### config.mk
export PLATFORM = sky130hd
export DESIGN_NAME = trimmed_mean_vertical_velocity
export DESIGN_NICKNAME = d
export VERILOG_FILES = /design/src/rtl/tmvv_pkg.sv /design/src/rtl/tmvv_ram.sv /design/src/rtl/tmvv_div.sv /design/src/rtl/tmvv_datapath.sv /design/src/rtl/tmvv_ctrl.sv /design/src/rtl/trimmed_mean_vertical_velocity.sv
export SDC_FILE = /design/constraint.sdc
export NUM_CORES = 2
export LEC_CHECK = 0
export BUFFER_PORTS_ARGS = -buffer_cell sky130_fd_sc_hd__buf_2
export CORE_MARGIN = 2
export CORE_UTILIZATION = 24
export DETAILED_ROUTE_END_ITERATION = 8
export HOLD_SLACK_MARGIN = 0.15
export PLACE_DENSITY = 0.49
export SLEW_MARGIN = 10
export SYNTH_ARGS = -nofsm -noshare
export SYNTH_HDL_FRONTEND = slang
export SYNTH_SLANG_ARGS = --single-unit
export TNS_END_PERCENT = 1
### constraint.sdc
create_clock -name i_clk -period 9.4 [get_ports i_clk]
set_clock_uncertainty 0.1 [all_clocks]
set_input_delay 0.47 -clock i_clk [delete_from_list [all_inputs] [get_ports i_clk]]
set_output_delay 0.47 -clock i_clk [all_outputs]
set_load 0.02 [all_outputs]
### src/rtl/tmvv_pkg.sv
// Package for the trimmed-mean vertical velocity estimator.
// Holds field widths, register indexes, reset values, FSM and control types.
// No dependencies.
package tmvv_pkg;

    localparam int ACCEL_W   = 16;
    localparam int HEIGHT_W  = 21;
    localparam int VEL_W     = 32;
    localparam int GRAV_W    = 11;
    localparam int DZ_W      = 15;
    localparam int CFG_W     = 15;
    localparam int CFG_IDX_W = 1;
    localparam int HD_W      = HEIGHT_W + 1;   // height difference
    localparam int HD100_W   = HD_W + 7;       // height difference times 100

    localparam logic [CFG_IDX_W-1:0] CFG_GRAVITY   = 1'b0;
    localparam logic [CFG_IDX_W-1:0] CFG_DEAD_ZONE = 1'b1;

    localparam logic [GRAV_W-1:0] GRAVITY_RESET   = 11'd981;
    localparam logic [DZ_W-1:0]   DEAD_ZONE_RESET = 15'd300;

    localparam logic signed [HD100_W-1:0] HEIGHT_SCALE = 29'sd100;

    typedef enum logic [2:0] {
        ST_IDLE,
        ST_WALK,
        ST_DRAIN,
        ST_TRIM,
        ST_START,
        ST_DIV,
        ST_ACC,
        ST_OUT
    } t_tmvv_state;

    // Commands from controller to datapath
    typedef struct packed {
        logic capture;
        logic rd_en;
        logic first;
        logic trim;
        logic div_start;
        logic acc;
        logic load_out;
    } t_tmvv_cmd;

    // Status from datapath to controller
    typedef struct packed {
        logic div_done;
        logic out_free;
    } t_tmvv_sts;

    // Saturate a 33-bit signed sum to 32 bits
    function automatic logic signed [VEL_W-1:0] sat_vel(input logic signed [VEL_W:0] v);
        logic signed [VEL_W-1:0] r;
        if (v[VEL_W] != v[VEL_W-1]) begin
            r = v[VEL_W] ? {1'b1, {(VEL_W-1){1'b0}}} : {1'b0, {(VEL_W-1){1'b1}}};
        end else begin
            r = v[VEL_W-1:0];
        end
        return r;
    endfunction

endpackage

### src/rtl/tmvv_ram.sv
// Generic single-write, single-read RAM with registered read data.
// No dependencies.
module tmvv_ram #(
    parameter int WIDTH = 16,
    parameter int DEPTH = 25,
    localparam int AW = $clog2(DEPTH)
) (
    input  logic             i_clk,
    input  logic             i_we,
    input  logic [AW-1:0]    i_waddr,
    input  logic [WIDTH-1:0] i_wdata,
    input  logic             i_re,
    input  logic [AW-1:0]    i_raddr,
    output logic [WIDTH-1:0] o_rdata
);

    logic [WIDTH-1:0] r_mem [DEPTH];

    // Write port
    always_ff @(posedge i_clk) begin
        if (i_we) begin
            r_mem[i_waddr] <= i_wdata;
        end
    end

    // Registered read port
    always_ff @(posedge i_clk) begin
        if (i_re) begin
            o_rdata <= r_mem[i_raddr];
        end
    end

endmodule

### src/rtl/tmvv_div.sv
// Division by a constant through a reciprocal multiply, quotient registered the cycle after start.
// No dependencies.
module tmvv_div #(
    parameter int W       = 21,
    parameter int DIVISOR = 23,
    localparam int SHIFT = W + $clog2(DIVISOR) + 1,
    localparam int MW    = W + 3,
    localparam int PW    = W + MW
) (
    input  logic         i_clk,
    input  logic         i_rst_n,
    input  logic         i_start,
    input  logic [W-1:0] i_dividend,
    output logic [W-1:0] o_quotient,
    output logic         o_done
);

    // Reciprocal rounded up; its excess times any W-bit dividend stays below 2^SHIFT,
    // so the integer part of the product is the exact quotient
    localparam logic [MW-1:0] RECIP_C =
        MW'(((64'd1 << SHIFT) + 64'(DIVISOR) - 64'd1) / 64'(DIVISOR));

    logic [PW-1:0] w_product;
    logic [W-1:0]  r_quo;
    logic          r_done;

    // Multiply by the reciprocal
    assign w_product = PW'(i_dividend) * PW'(RECIP_C);

    // Done pulse in the cycle after start
    always_ff @(posedge i_clk) begin
        if (!i_rst_n) begin
            r_done <= 1'b0;
        end else begin
            r_done <= i_start;
        end
    end

    // Keep the integer part of the product
    always_ff @(posedge i_clk) begin
        if (i_start) begin
            r_quo <= W'(w_product[PW-1:SHIFT]);
        end
    end

    assign o_quotient = r_quo;
    assign o_done     = r_done;

endmodule

### src/rtl/tmvv_datapath.sv
// Datapath: sample window, sum/max/min walk, trimmed mean, velocity accumulator.
// Depends on tmvv_pkg, tmvv_ram and tmvv_div.
module tmvv_datapath #(
    parameter int WINDOW_SIZE = 25,
    localparam int AW = $clog2(WINDOW_SIZE)
) (
    input  logic                                  i_clk,
    input  logic                                  i_rst_n,
    input  tmvv_pkg::t_tmvv_cmd                   i_cmd,
    input  logic [AW-1:0]                         i_rd_addr,
    output tmvv_pkg::t_tmvv_sts                   o_sts,
    input  logic                                  i_cfg_we,
    input  logic [tmvv_pkg::CFG_IDX_W-1:0]        i_cfg_idx,
    input  logic [tmvv_pkg::CFG_W-1:0]            i_cfg_data,
    input  logic signed [tmvv_pkg::ACCEL_W-1:0]   i_vertical_accel,
    input  logic signed [tmvv_pkg::HEIGHT_W-1:0]  i_height_cm,
    input  logic                                  i_ready,
    output logic                                  o_valid,
    output logic signed [tmvv_pkg::ACCEL_W-1:0]   o_trimmed_accel,
    output logic signed [tmvv_pkg::VEL_W-1:0]     o_velocity_sum,
    output logic signed [tmvv_pkg::VEL_W-1:0]     o_velocity_estimate
);

    localparam int AWD     = tmvv_pkg::ACCEL_W;
    localparam int SUM_W   = AWD + AW + 1;
    localparam int MAG_W   = SUM_W - 1;
    localparam int DIVISOR = WINDOW_SIZE - 2;
    localparam logic [AW-1:0] LAST_SLOT = AW'(WINDOW_SIZE - 1);

    // Configuration registers
    logic [tmvv_pkg::GRAV_W-1:0] r_gravity;
    logic [tmvv_pkg::DZ_W-1:0]   r_dead_zone;

    always_ff @(posedge i_clk) begin
        if (!i_rst_n) begin
            r_gravity   <= tmvv_pkg::GRAVITY_RESET;
            r_dead_zone <= tmvv_pkg::DEAD_ZONE_RESET;
        end else if (i_cfg_we) begin
            unique case (i_cfg_idx)
                tmvv_pkg::CFG_GRAVITY:   r_gravity   <= i_cfg_data[tmvv_pkg::GRAV_W-1:0];
                tmvv_pkg::CFG_DEAD_ZONE: r_dead_zone <= i_cfg_data[tmvv_pkg::DZ_W-1:0];
                default: ;
            endcase
        end
    end

    // Subtract gravity and clamp the low side
    logic signed [AWD:0]   w_diff;
    logic signed [AWD-1:0] w_sample;

    assign w_diff = $signed({i_vertical_accel[AWD-1], i_vertical_accel})
                  - $signed({{(AWD + 1 - tmvv_pkg::GRAV_W){1'b0}}, r_gravity});
    assign w_sample = (w_diff[AWD] & ~w_diff[AWD-1]) ? {1'b1, {(AWD-1){1'b0}}}
                                                     : w_diff[AWD-1:0];

    // Write slot, valid bits and captured height
    logic [AW-1:0]                       r_slot;
    logic [WINDOW_SIZE-1:0]              r_valid;
    logic signed [tmvv_pkg::HEIGHT_W-1:0] r_height;
    logic signed [tmvv_pkg::HEIGHT_W-1:0] r_prev;

    always_ff @(posedge i_clk) begin
        if (!i_rst_n) begin
            r_slot  <= '0;
            r_valid <= '0;
        end else if (i_cmd.capture) begin
            r_valid[r_slot] <= 1'b1;
            r_slot <= (r_slot == LAST_SLOT) ? '0 : (r_slot + 1'b1);
        end
    end

    always_ff @(posedge i_clk) begin
        if (i_cmd.capture) begin
            r_height <= i_height_cm;
        end
    end

    // Window memory
    logic [AWD-1:0] w_rdata;

    tmvv_ram #(
        .WIDTH (AWD),
        .DEPTH (WINDOW_SIZE)
    ) u_ram (
        .i_clk   (i_clk),
        .i_we    (i_cmd.capture),
        .i_waddr (r_slot),
        .i_wdata (w_sample),
        .i_re    (i_cmd.rd_en),
        .i_raddr (i_rd_addr),
        .o_rdata (w_rdata)
    );

    // Track each read beat in the cycle after its address, when its read data arrives
    logic r_rd_pend;
    logic r_rd_first;
    logic r_rd_vbit;

    always_ff @(posedge i_clk) begin
        if (!i_rst_n) begin
            r_rd_pend <= 1'b0;
        end else begin
            r_rd_pend <= i_cmd.rd_en;
        end
    end

    always_ff @(posedge i_clk) begin
        r_rd_first <= i_cmd.first;
        r_rd_vbit  <= r_valid[i_rd_addr];
    end

    // Accumulate sum, max and min over the window; unwritten entries read zero
    logic signed [AWD-1:0]   w_elem;
    logic signed [SUM_W-1:0] r_sum;
    logic signed [AWD-1:0]   r_max;
    logic signed [AWD-1:0]   r_min;

    assign w_elem = r_rd_vbit ? $signed(w_rdata) : '0;

    always_ff @(posedge i_clk) begin
        if (r_rd_pend) begin
            if (r_rd_first) begin
                r_sum <= SUM_W'(w_elem);
                r_max <= w_elem;
                r_min <= w_elem;
            end else begin
                r_sum <= r_sum + SUM_W'(w_elem);
                if (w_elem > r_max) begin
                    r_max <= w_elem;
                end
                if (w_elem < r_min) begin
                    r_min <= w_elem;
                end
            end
        end
    end

    // Drop the extremes
    logic signed [SUM_W-1:0] r_trim;
    logic                    r_neg;
    logic [SUM_W-1:0]        w_abs;

    always_ff @(posedge i_clk) begin
        if (i_cmd.trim) begin
            r_trim <= r_sum - SUM_W'(r_max) - SUM_W'(r_min);
        end
    end

    assign w_abs = r_trim[SUM_W-1] ? SUM_W'(-r_trim) : r_trim;

    always_ff @(posedge i_clk) begin
        if (i_cmd.div_start) begin
            r_neg <= r_trim[SUM_W-1];
        end
    end

    // Divide the magnitude by WINDOW_SIZE - 2
    logic [MAG_W-1:0] w_quo;
    logic             w_div_done;

    tmvv_div #(
        .W       (MAG_W),
        .DIVISOR (DIVISOR)
    ) u_div (
        .i_clk      (i_clk),
        .i_rst_n    (i_rst_n),
        .i_start    (i_cmd.div_start),
        .i_dividend (w_abs[MAG_W-1:0]),
        .o_quotient (w_quo),
        .o_done     (w_div_done)
    );

    // Restore sign, apply dead zone and integrate
    logic [AWD:0]                          w_quo_n;
    logic signed [AWD:0]                   w_mean_x;
    logic signed [AWD-1:0]                 w_mean;
    logic                                  w_integrate;
    logic signed [tmvv_pkg::VEL_W:0]       w_acc_sum;
    logic signed [tmvv_pkg::HD_W-1:0]      w_hd;
    logic signed [tmvv_pkg::HD100_W-1:0]   w_hd_x;
    logic signed [tmvv_pkg::HD100_W-1:0]   r_hd100;
    logic signed [tmvv_pkg::VEL_W-1:0]     r_acc;
    logic signed [AWD-1:0]                 r_mean;
    logic signed [tmvv_pkg::VEL_W:0]       w_est_sum;

    assign w_quo_n     = w_quo[AWD:0];
    assign w_mean_x    = r_neg ? $signed(-w_quo_n) : $signed(w_quo_n);
    assign w_mean      = w_mean_x[AWD-1:0];
    assign w_integrate = (w_quo > MAG_W'(r_dead_zone));
    assign w_acc_sum   = (tmvv_pkg::VEL_W + 1)'(r_acc) + (tmvv_pkg::VEL_W + 1)'(w_mean);
    assign w_hd        = tmvv_pkg::HD_W'(r_height) - tmvv_pkg::HD_W'(r_prev);
    assign w_hd_x      = tmvv_pkg::HD100_W'(w_hd);

    always_ff @(posedge i_clk) begin
        if (!i_rst_n) begin
            r_acc <= '0;
        end else if (i_cmd.acc && w_integrate) begin
            r_acc <= tmvv_pkg::sat_vel(w_acc_sum);
        end
    end

    always_ff @(posedge i_clk) begin
        if (i_cmd.acc) begin
            r_mean  <= w_mean;
            r_hd100 <= w_hd_x * tmvv_pkg::HEIGHT_SCALE;
        end
    end

    // Velocity estimate and output register
    assign w_est_sum = (tmvv_pkg::VEL_W + 1)'(r_acc) + (tmvv_pkg::VEL_W + 1)'(r_hd100);

    always_ff @(posedge i_clk) begin
        if (!i_rst_n) begin
            o_valid <= 1'b0;
            r_prev  <= '0;
        end else begin
            if (i_cmd.load_out) begin
                o_valid <= 1'b1;
                r_prev  <= r_height;
            end else if (i_ready) begin
                o_valid <= 1'b0;
            end
        end
    end

    always_ff @(posedge i_clk) begin
        if (i_cmd.load_out) begin
            o_trimmed_accel     <= r_mean;
            o_velocity_sum      <= r_acc;
            o_velocity_estimate <= tmvv_pkg::sat_vel(w_est_sum);
        end
    end

    // Status back to the controller
    assign o_sts.div_done = w_div_done;
    assign o_sts.out_free = ~o_valid | i_ready;

endmodule

### src/rtl/tmvv_ctrl.sv
// Controller FSM: sequences capture, window walk, division, integrate and output.
// Depends on tmvv_pkg.
module tmvv_ctrl #(
    parameter int WINDOW_SIZE = 25,
    localparam int AW = $clog2(WINDOW_SIZE)
) (
    input  logic                i_clk,
    input  logic                i_rst_n,
    input  logic                i_valid,
    output logic                o_ready,
    input  tmvv_pkg::t_tmvv_sts i_sts,
    output tmvv_pkg::t_tmvv_cmd o_cmd,
    output logic [AW-1:0]       o_rd_addr
);

    localparam logic [AW-1:0] LAST_IDX = AW'(WINDOW_SIZE - 1);

    tmvv_pkg::t_tmvv_state r_state;
    tmvv_pkg::t_tmvv_state n_state;
    logic [AW-1:0]         r_idx;

    // State register and walk counter
    always_ff @(posedge i_clk) begin
        if (!i_rst_n) begin
            r_state <= tmvv_pkg::ST_IDLE;
            r_idx   <= '0;
        end else begin
            r_state <= n_state;
            if (r_state == tmvv_pkg::ST_WALK) begin
                r_idx <= r_idx + 1'b1;
            end else begin
                r_idx <= '0;
            end
        end
    end

    // Next state
    always_comb begin
        n_state = r_state;
        unique case (r_state)
            tmvv_pkg::ST_IDLE:  if (i_valid) n_state = tmvv_pkg::ST_WALK;
            tmvv_pkg::ST_WALK:  if (r_idx == LAST_IDX) n_state = tmvv_pkg::ST_DRAIN;
            tmvv_pkg::ST_DRAIN: n_state = tmvv_pkg::ST_TRIM;
            tmvv_pkg::ST_TRIM:  n_state = tmvv_pkg::ST_START;
            tmvv_pkg::ST_START: n_state = tmvv_pkg::ST_DIV;
            tmvv_pkg::ST_DIV:   if (i_sts.div_done) n_state = tmvv_pkg::ST_ACC;
            tmvv_pkg::ST_ACC:   n_state = tmvv_pkg::ST_OUT;
            tmvv_pkg::ST_OUT:   if (i_sts.out_free) n_state = tmvv_pkg::ST_IDLE;
            default:            n_state = tmvv_pkg::ST_IDLE;
        endcase
    end

    // Outputs
    always_comb begin
        o_ready         = (r_state == tmvv_pkg::ST_IDLE);
        o_cmd           = '0;
        o_cmd.capture   = (r_state == tmvv_pkg::ST_IDLE) && i_valid;
        o_cmd.rd_en     = (r_state == tmvv_pkg::ST_WALK);
        o_cmd.first     = (r_state == tmvv_pkg::ST_WALK) && (r_idx == '0);
        o_cmd.trim      = (r_state == tmvv_pkg::ST_TRIM);
        o_cmd.div_start = (r_state == tmvv_pkg::ST_START);
        o_cmd.acc       = (r_state == tmvv_pkg::ST_ACC);
        o_cmd.load_out  = (r_state == tmvv_pkg::ST_OUT) && i_sts.out_free;
        o_rd_addr       = r_idx;
    end

endmodule

### src/rtl/trimmed_mean_vertical_velocity.sv
// Top level of the trimmed-mean vertical velocity estimator.
// Depends on tmvv_pkg, tmvv_ctrl and tmvv_datapath.
//
//  channel  direction  handshake               payload
//  input    in         i_valid / o_ready       i_vertical_accel, i_height_cm
//  output   out        o_valid / i_ready       o_trimmed_accel, o_velocity_sum,
//                                              o_velocity_estimate
//  config   in         i_cfg_we (no wait)      i_cfg_idx, i_cfg_data
//
// One item at a time. From accept to o_valid an item passes through a walk with one read
// per window entry from the window RAM, then drain, trim, divide (one reciprocal multiply),
// its done state, integrate and output load. The next item is accepted the cycle after
// the output register loads; a stalled result only holds the block in its final step.
// Reset is synchronous; the window is cleared at once through per-entry valid bits.
module trimmed_mean_vertical_velocity #(
    parameter int WINDOW_SIZE = 25
) (
    input  logic                                  i_clk,
    input  logic                                  i_rst_n,
    input  logic                                  i_valid,
    output logic                                  o_ready,
    input  logic signed [tmvv_pkg::ACCEL_W-1:0]   i_vertical_accel,
    input  logic signed [tmvv_pkg::HEIGHT_W-1:0]  i_height_cm,
    output logic                                  o_valid,
    input  logic                                  i_ready,
    output logic signed [tmvv_pkg::ACCEL_W-1:0]   o_trimmed_accel,
    output logic signed [tmvv_pkg::VEL_W-1:0]     o_velocity_sum,
    output logic signed [tmvv_pkg::VEL_W-1:0]     o_velocity_estimate,
    input  logic                                  i_cfg_we,
    input  logic [tmvv_pkg::CFG_IDX_W-1:0]        i_cfg_idx,
    input  logic [tmvv_pkg::CFG_W-1:0]            i_cfg_data
);

    localparam int AW = $clog2(WINDOW_SIZE);

    tmvv_pkg::t_tmvv_cmd w_cmd;
    tmvv_pkg::t_tmvv_sts w_sts;
    logic [AW-1:0]       w_rd_addr;

    // Sequencer
    tmvv_ctrl #(
        .WINDOW_SIZE (WINDOW_SIZE)
    ) u_ctrl (
        .i_clk     (i_clk),
        .i_rst_n   (i_rst_n),
        .i_valid   (i_valid),
        .o_ready   (o_ready),
        .i_sts     (w_sts),
        .o_cmd     (w_cmd),
        .o_rd_addr (w_rd_addr)
    );

    // Arithmetic and storage
    tmvv_datapath #(
        .WINDOW_SIZE (WINDOW_SIZE)
    ) u_dp (
        .i_clk               (i_clk),
        .i_rst_n             (i_rst_n),
        .i_cmd               (w_cmd),
        .i_rd_addr           (w_rd_addr),
        .o_sts               (w_sts),
        .i_cfg_we            (i_cfg_we),
        .i_cfg_idx           (i_cfg_idx),
        .i_cfg_data          (i_cfg_data),
        .i_vertical_accel    (i_vertical_accel),
        .i_height_cm         (i_height_cm),
        .i_ready             (i_ready),
        .o_valid             (o_valid),
        .o_trimmed_accel     (o_trimmed_accel),
        .o_velocity_sum      (o_velocity_sum),
        .o_velocity_estimate (o_velocity_estimate)
    );

endmodule

==> summary.md <==
The tools report the destination of the worst register-to-register timing path as u_dp.u_div.o_quotient[15]. TritonCTS built the clock tree. The wire length of the first global-routing pass is 172000 microns, and the pin count of the biggest net entering global routing is 66. The core area was 0.186 sq mm. In this run, synthesis produced a sequential element count of 776. Across the run, the number of max-cap violations was 0. For the worst setup path, the data required time is 9.68 ns. Global routing consumed, over all layers together, 11.6% of the routing resources. In the routed design, unresolved DRC markers number 0. Following the worst setup path forward leads to its endpoint at u_dp.u_div.o_quotient[15]. The run gives 96 as the count of cell types in the netlist.

The run gives 3553 as the instance count of the mapped netlist. Setup violations remaining at the end of the flow were counted as 0. The first routing iteration left 1507 violations. The placed instances occupy a cell area of 0.0490 sq mm. For this design the top-level I/O count stands at 140. On the final layout, the worst hold slack is 0.261 ns. The proportion of register bits with asynchronous set or reset after synthesis works out to 0%. Tracing the worst setup path back leads to its startpoint at u_dp.r_trim[3]. In this run the vertical extent of the chip is 437 microns. On the critical path, the stage with the largest delay is an instance of sky130_fd_sc_hd__fa_1. In this run the biggest area consumer among cell types represents 43.6% of the synthesized area. The total negative slack for setup checks was 0 ns; the via-per-instance ratio was 4.37.

Across the VDD grid, the largest voltage drop is 0.000149 V. Dividing total power by cell area gives a power density of 165 mW/mm^2. At the end of the flow, the number of nets in the layout was 4430. After synthesis, flip-flops and latches occupy 49.0% of the total area. The number of sinks on the clock net was 776; the path depth of the worst reg2reg path was 29. Type of the worst min-delay path: in2reg. The synthesized netlist devotes 10.1% of its cell area to compound gates. The most frequently used cell type in the post-synthesis netlist was sky130_fd_sc_hd__edfxtp_1. Summing the areas of all xor and xnor instances in the mapped netlist gives 3.82% of the synthesized area. The average size of a mapped cell was 12.7 sq um. The part of the cycle the worst path needs is 91.0%. The clock passes through at most 3 buffers. The most area-hungry cell type in the Yosys netlist is sky130_fd_sc_hd__edfxtp_1. The run finished with clean final reports. The logs give 0 for the total count of max-transition violations in the final report and 0 for the post-cts sizing count.

The run gives 0.0522 sq mm as the post-route cell area. The floorplan has 158 rows. After filler insertion, the fill cell instance count of the layout stands at 19200. After clock tree synthesis, the clock-pin slew on the worst setup and hold paths is 0.06 ns. The logs give 117 MHz for the upper clock frequency limit and 0.191 sq mm for the floorplan die area.

Relative to the synthesized area, the layout overhead comes to 15.9%. The beginning of the worst register-to-register path is u_dp.r_trim[3]. Sorting the synthesized cells by how often they occur yields sky130_fd_sc_hd__edfxtp_1 (654), sky130_fd_sc_hd__ha_1 (441), sky130_fd_sc_hd__inv_1 (413). By area the synthesized netlist is led by sky130_fd_sc_hd__edfxtp_1 (44%), sky130_fd_sc_hd__ha_1 (12%), sky130_fd_sc_hd__fa_1 (6.5%). In this run the worst path has a maximum fanout of 5. After Yosys synthesis, full adders, half adders and majority gates account for 19.1% of the synthesized area.

STA classifies the critical path endpoint as a flip-flop. The share of post-route cells with drive strength above 1 was 13.6%. In the final routed layout, each cell accounts on average for 17.7 microns. The die is 437 microns wide. Wires add up to 112000 microns.

The count of nets left with antenna violations once routing finished came out at 0. The H-tree was split into 3 levels. The synthesized netlist devotes 6.76% of its cell area to simple gates.

The logs give 81600 microns for the total half-perimeter wirelength after legalization and detailed placement and 0 for the number of setup buffers added after CTS. The number of antenna violations at the first check in global routing was 5. Summing every instance area after synthesis gives 0.0450 sq mm. In this run the register-to-register setup slack is 0.84 ns. Setup repair after global routing left no endpoint under its margin.

STA classifies the critical path startpoint as a flip-flop. The logs give 0 for the count of synthesis-stage warnings from yosys and 0.69 ns for the later-pin clock latency in the skew report. The tree is rooted in a sky130_fd_sc_hd__clkbuf_16. The final critical delay including setup and external delays is 8.56 ns. The critical path is of the reg2reg type.

Buffers placed on the I/O ports in this run total 139. The tools report the aggregate global routing overflow as 0. The length of the first detailed-routing pass in iterations is 5.

Number of nets in the synthesized netlist: 4198. The number of hold violations in the final report was 0; the via count of the first global-routing pass was 28200. Once the floorplan was initialized, standard cells occupied 24.2% of the core. The most used flip-flop cell after synthesis is sky130_fd_sc_hd__edfxtp_1. For this design the static power due to leakage is 19.9 nW. By area, the combinational part of the netlist is dominated by adder cells. The via count of the routed design is 27700. For this design, the CTS-stage hold fixing added 38 buffers. The number of clock buffers added by TritonCTS is 83. The multiplexer share of the synthesized area came out at 6.92%.

The number of synthesized flops with an enable pin is 654. The largest single stage delay on the critical path is 0.54 ns. The worst pin sits at a relative slew slack of 26.6%. Data on the critical path arrives at its endpoint at 8.83 ns. At the end of routability-driven placement, the weighted congestion stood at 0.860. At the pin with the least slew margin, the transition time is 1.10 ns.
## how the worst min path moves through the flow
stage                                from                       end  slack [ns]  cells past startpoint
after floorplan            u_dp.r_mean[0]   u_dp.o_trimmed_accel[0]        0.30                      0
after global placement    u_dp.r_mean[11]  u_dp.o_trimmed_accel[11]        0.30                      0
after detailed placement  u_dp.r_mean[13]  u_dp.o_trimmed_accel[13]        0.31                      0
after CTS                        i_cfg_we         u_dp.r_gravity[0]        0.21                      4
after global routing              i_rst_n            u_dp.r_acc[19]        0.26                      3
final                            i_cfg_we         u_dp.r_gravity[0]        0.26                      4
## cells by family after synthesis
| group | Yosys count |
|---|---|
| AOI/OAI and AO/OA | 679 |
| muxes | 160 |
| buffers and inverters | 507 |
| xor gates and xnor gates | 194 |
| adders and majority gates | 604 |
| and+or+nand+nor | 633 |
| DFF | 776 |
## layer usage
metal	vias up	wire length, microns	track usage, %
li1	13400	-	-
met1	13700	51600	15.5
met2	435	54500	19.8
met3	129	3970	1.68
met4	0	2190	2.58
met5	-	0	0
## critical path, delay by kind of cell (launching register included)
family          cells  cell delay (ns)
fa+ha+maj           8             3.40
xor+xnor            2             0.46
compound gates      7             1.70
flops               1             0.42
buf+inv             5             0.40
simple gates        7             1.80
## layout make-up
class	count	area (sq um)	share of cell area (%)
clock buffer	102	2200	4.21
multi-input combinational	2270	21100	40.4
tap	2480	3100	5.95
timing repair buffer	240	1550	2.97
sequential	776	22100	42.3
antenna	1	2.50	0.00479
clock inverter	51	588	1.13
inverter	414	1560	2.98
## sequential cells by signal (all words and copies together), names as in the netlist, 3 cells and up
register                  count
u_dp.u_ram.r_mem            400
u_dp.o_velocity_estimate     32
u_dp.o_velocity_sum          32
u_dp.r_acc                   32
u_dp.r_hd100                 27
u_dp.r_valid                 25
u_dp.r_sum                   22
u_dp.r_trim                  22
u_dp.r_height                21
u_dp.r_prev                  21
u_dp.u_div.o_quotient        17
u_dp.o_trimmed_accel         16
u_dp.r_max                   16
u_dp.r_mean                  16
u_dp.r_min                   16
u_dp.u_ram.o_rdata           16
u_dp.r_dead_zone             15
u_dp.r_gravity               11
u_ctrl.o_rd_addr              5
u_dp.r_slot                   5
u_ctrl.r_state                3
## cell usage in the layout (no fill, tap or decap), types with 17 or more instances in the layout
cell / count
sky130_fd_sc_hd__edfxtp_1: 654
sky130_fd_sc_hd__ha_1: 441
sky130_fd_sc_hd__inv_1: 411
sky130_fd_sc_hd__nand2_1: 207
sky130_fd_sc_hd__a21oi_1: 171
sky130_fd_sc_hd__nor2_1: 148
sky130_fd_sc_hd__fa_1: 146
sky130_fd_sc_hd__o21ai_0: 142
sky130_fd_sc_hd__buf_2: 138
sky130_fd_sc_hd__mux4_2: 119
sky130_fd_sc_hd__dfxtp_1: 119
sky130_fd_sc_hd__xnor2_1: 112
sky130_fd_sc_hd__clkbuf_16: 84
sky130_fd_sc_hd__xor2_1: 79
sky130_fd_sc_hd__buf_4: 64
sky130_fd_sc_hd__o21a_1: 63
sky130_fd_sc_hd__a21o_1: 59
sky130_fd_sc_hd__a21boi_0: 50
sky130_fd_sc_hd__nor3_1: 40
sky130_fd_sc_hd__dlygate4sd3_1: 38
sky130_fd_sc_hd__nand3_1: 36
sky130_fd_sc_hd__nand2b_1: 36
sky130_fd_sc_hd__nor2b_1: 33
sky130_fd_sc_hd__and2_1: 26
sky130_fd_sc_hd__o21bai_1: 25
sky130_fd_sc_hd__o31ai_1: 21
sky130_fd_sc_hd__o211ai_1: 21
sky130_fd_sc_hd__mux2_2: 20
sky130_fd_sc_hd__nand4_1: 19
sky130_fd_sc_hd__mux2i_1: 19
sky130_fd_sc_hd__a211oi_1: 18
sky130_fd_sc_hd__maj3_1: 17
## power by group
part	internal (W)	switching, W
Clock	0.00191	0.00144
Combinational	0.000549	0.000785
Sequential	0.00390	0.0000281
## per-stage QoR
stage	worst slack (ns)	std cells	total power, W	utilization (%)
finish	0.844	6334	0.00862	28.1
global route	0.344	6333	0.00905	28.1
CTS	0.745	6333	0.00874	28.1
detailed placement	0.827	6142	0.00533	26.4
global placement	0.869	6142	0.00533	26.4
floorplan	1.55	3553	0.00496	-
Power figures use the tool's default switching activity.
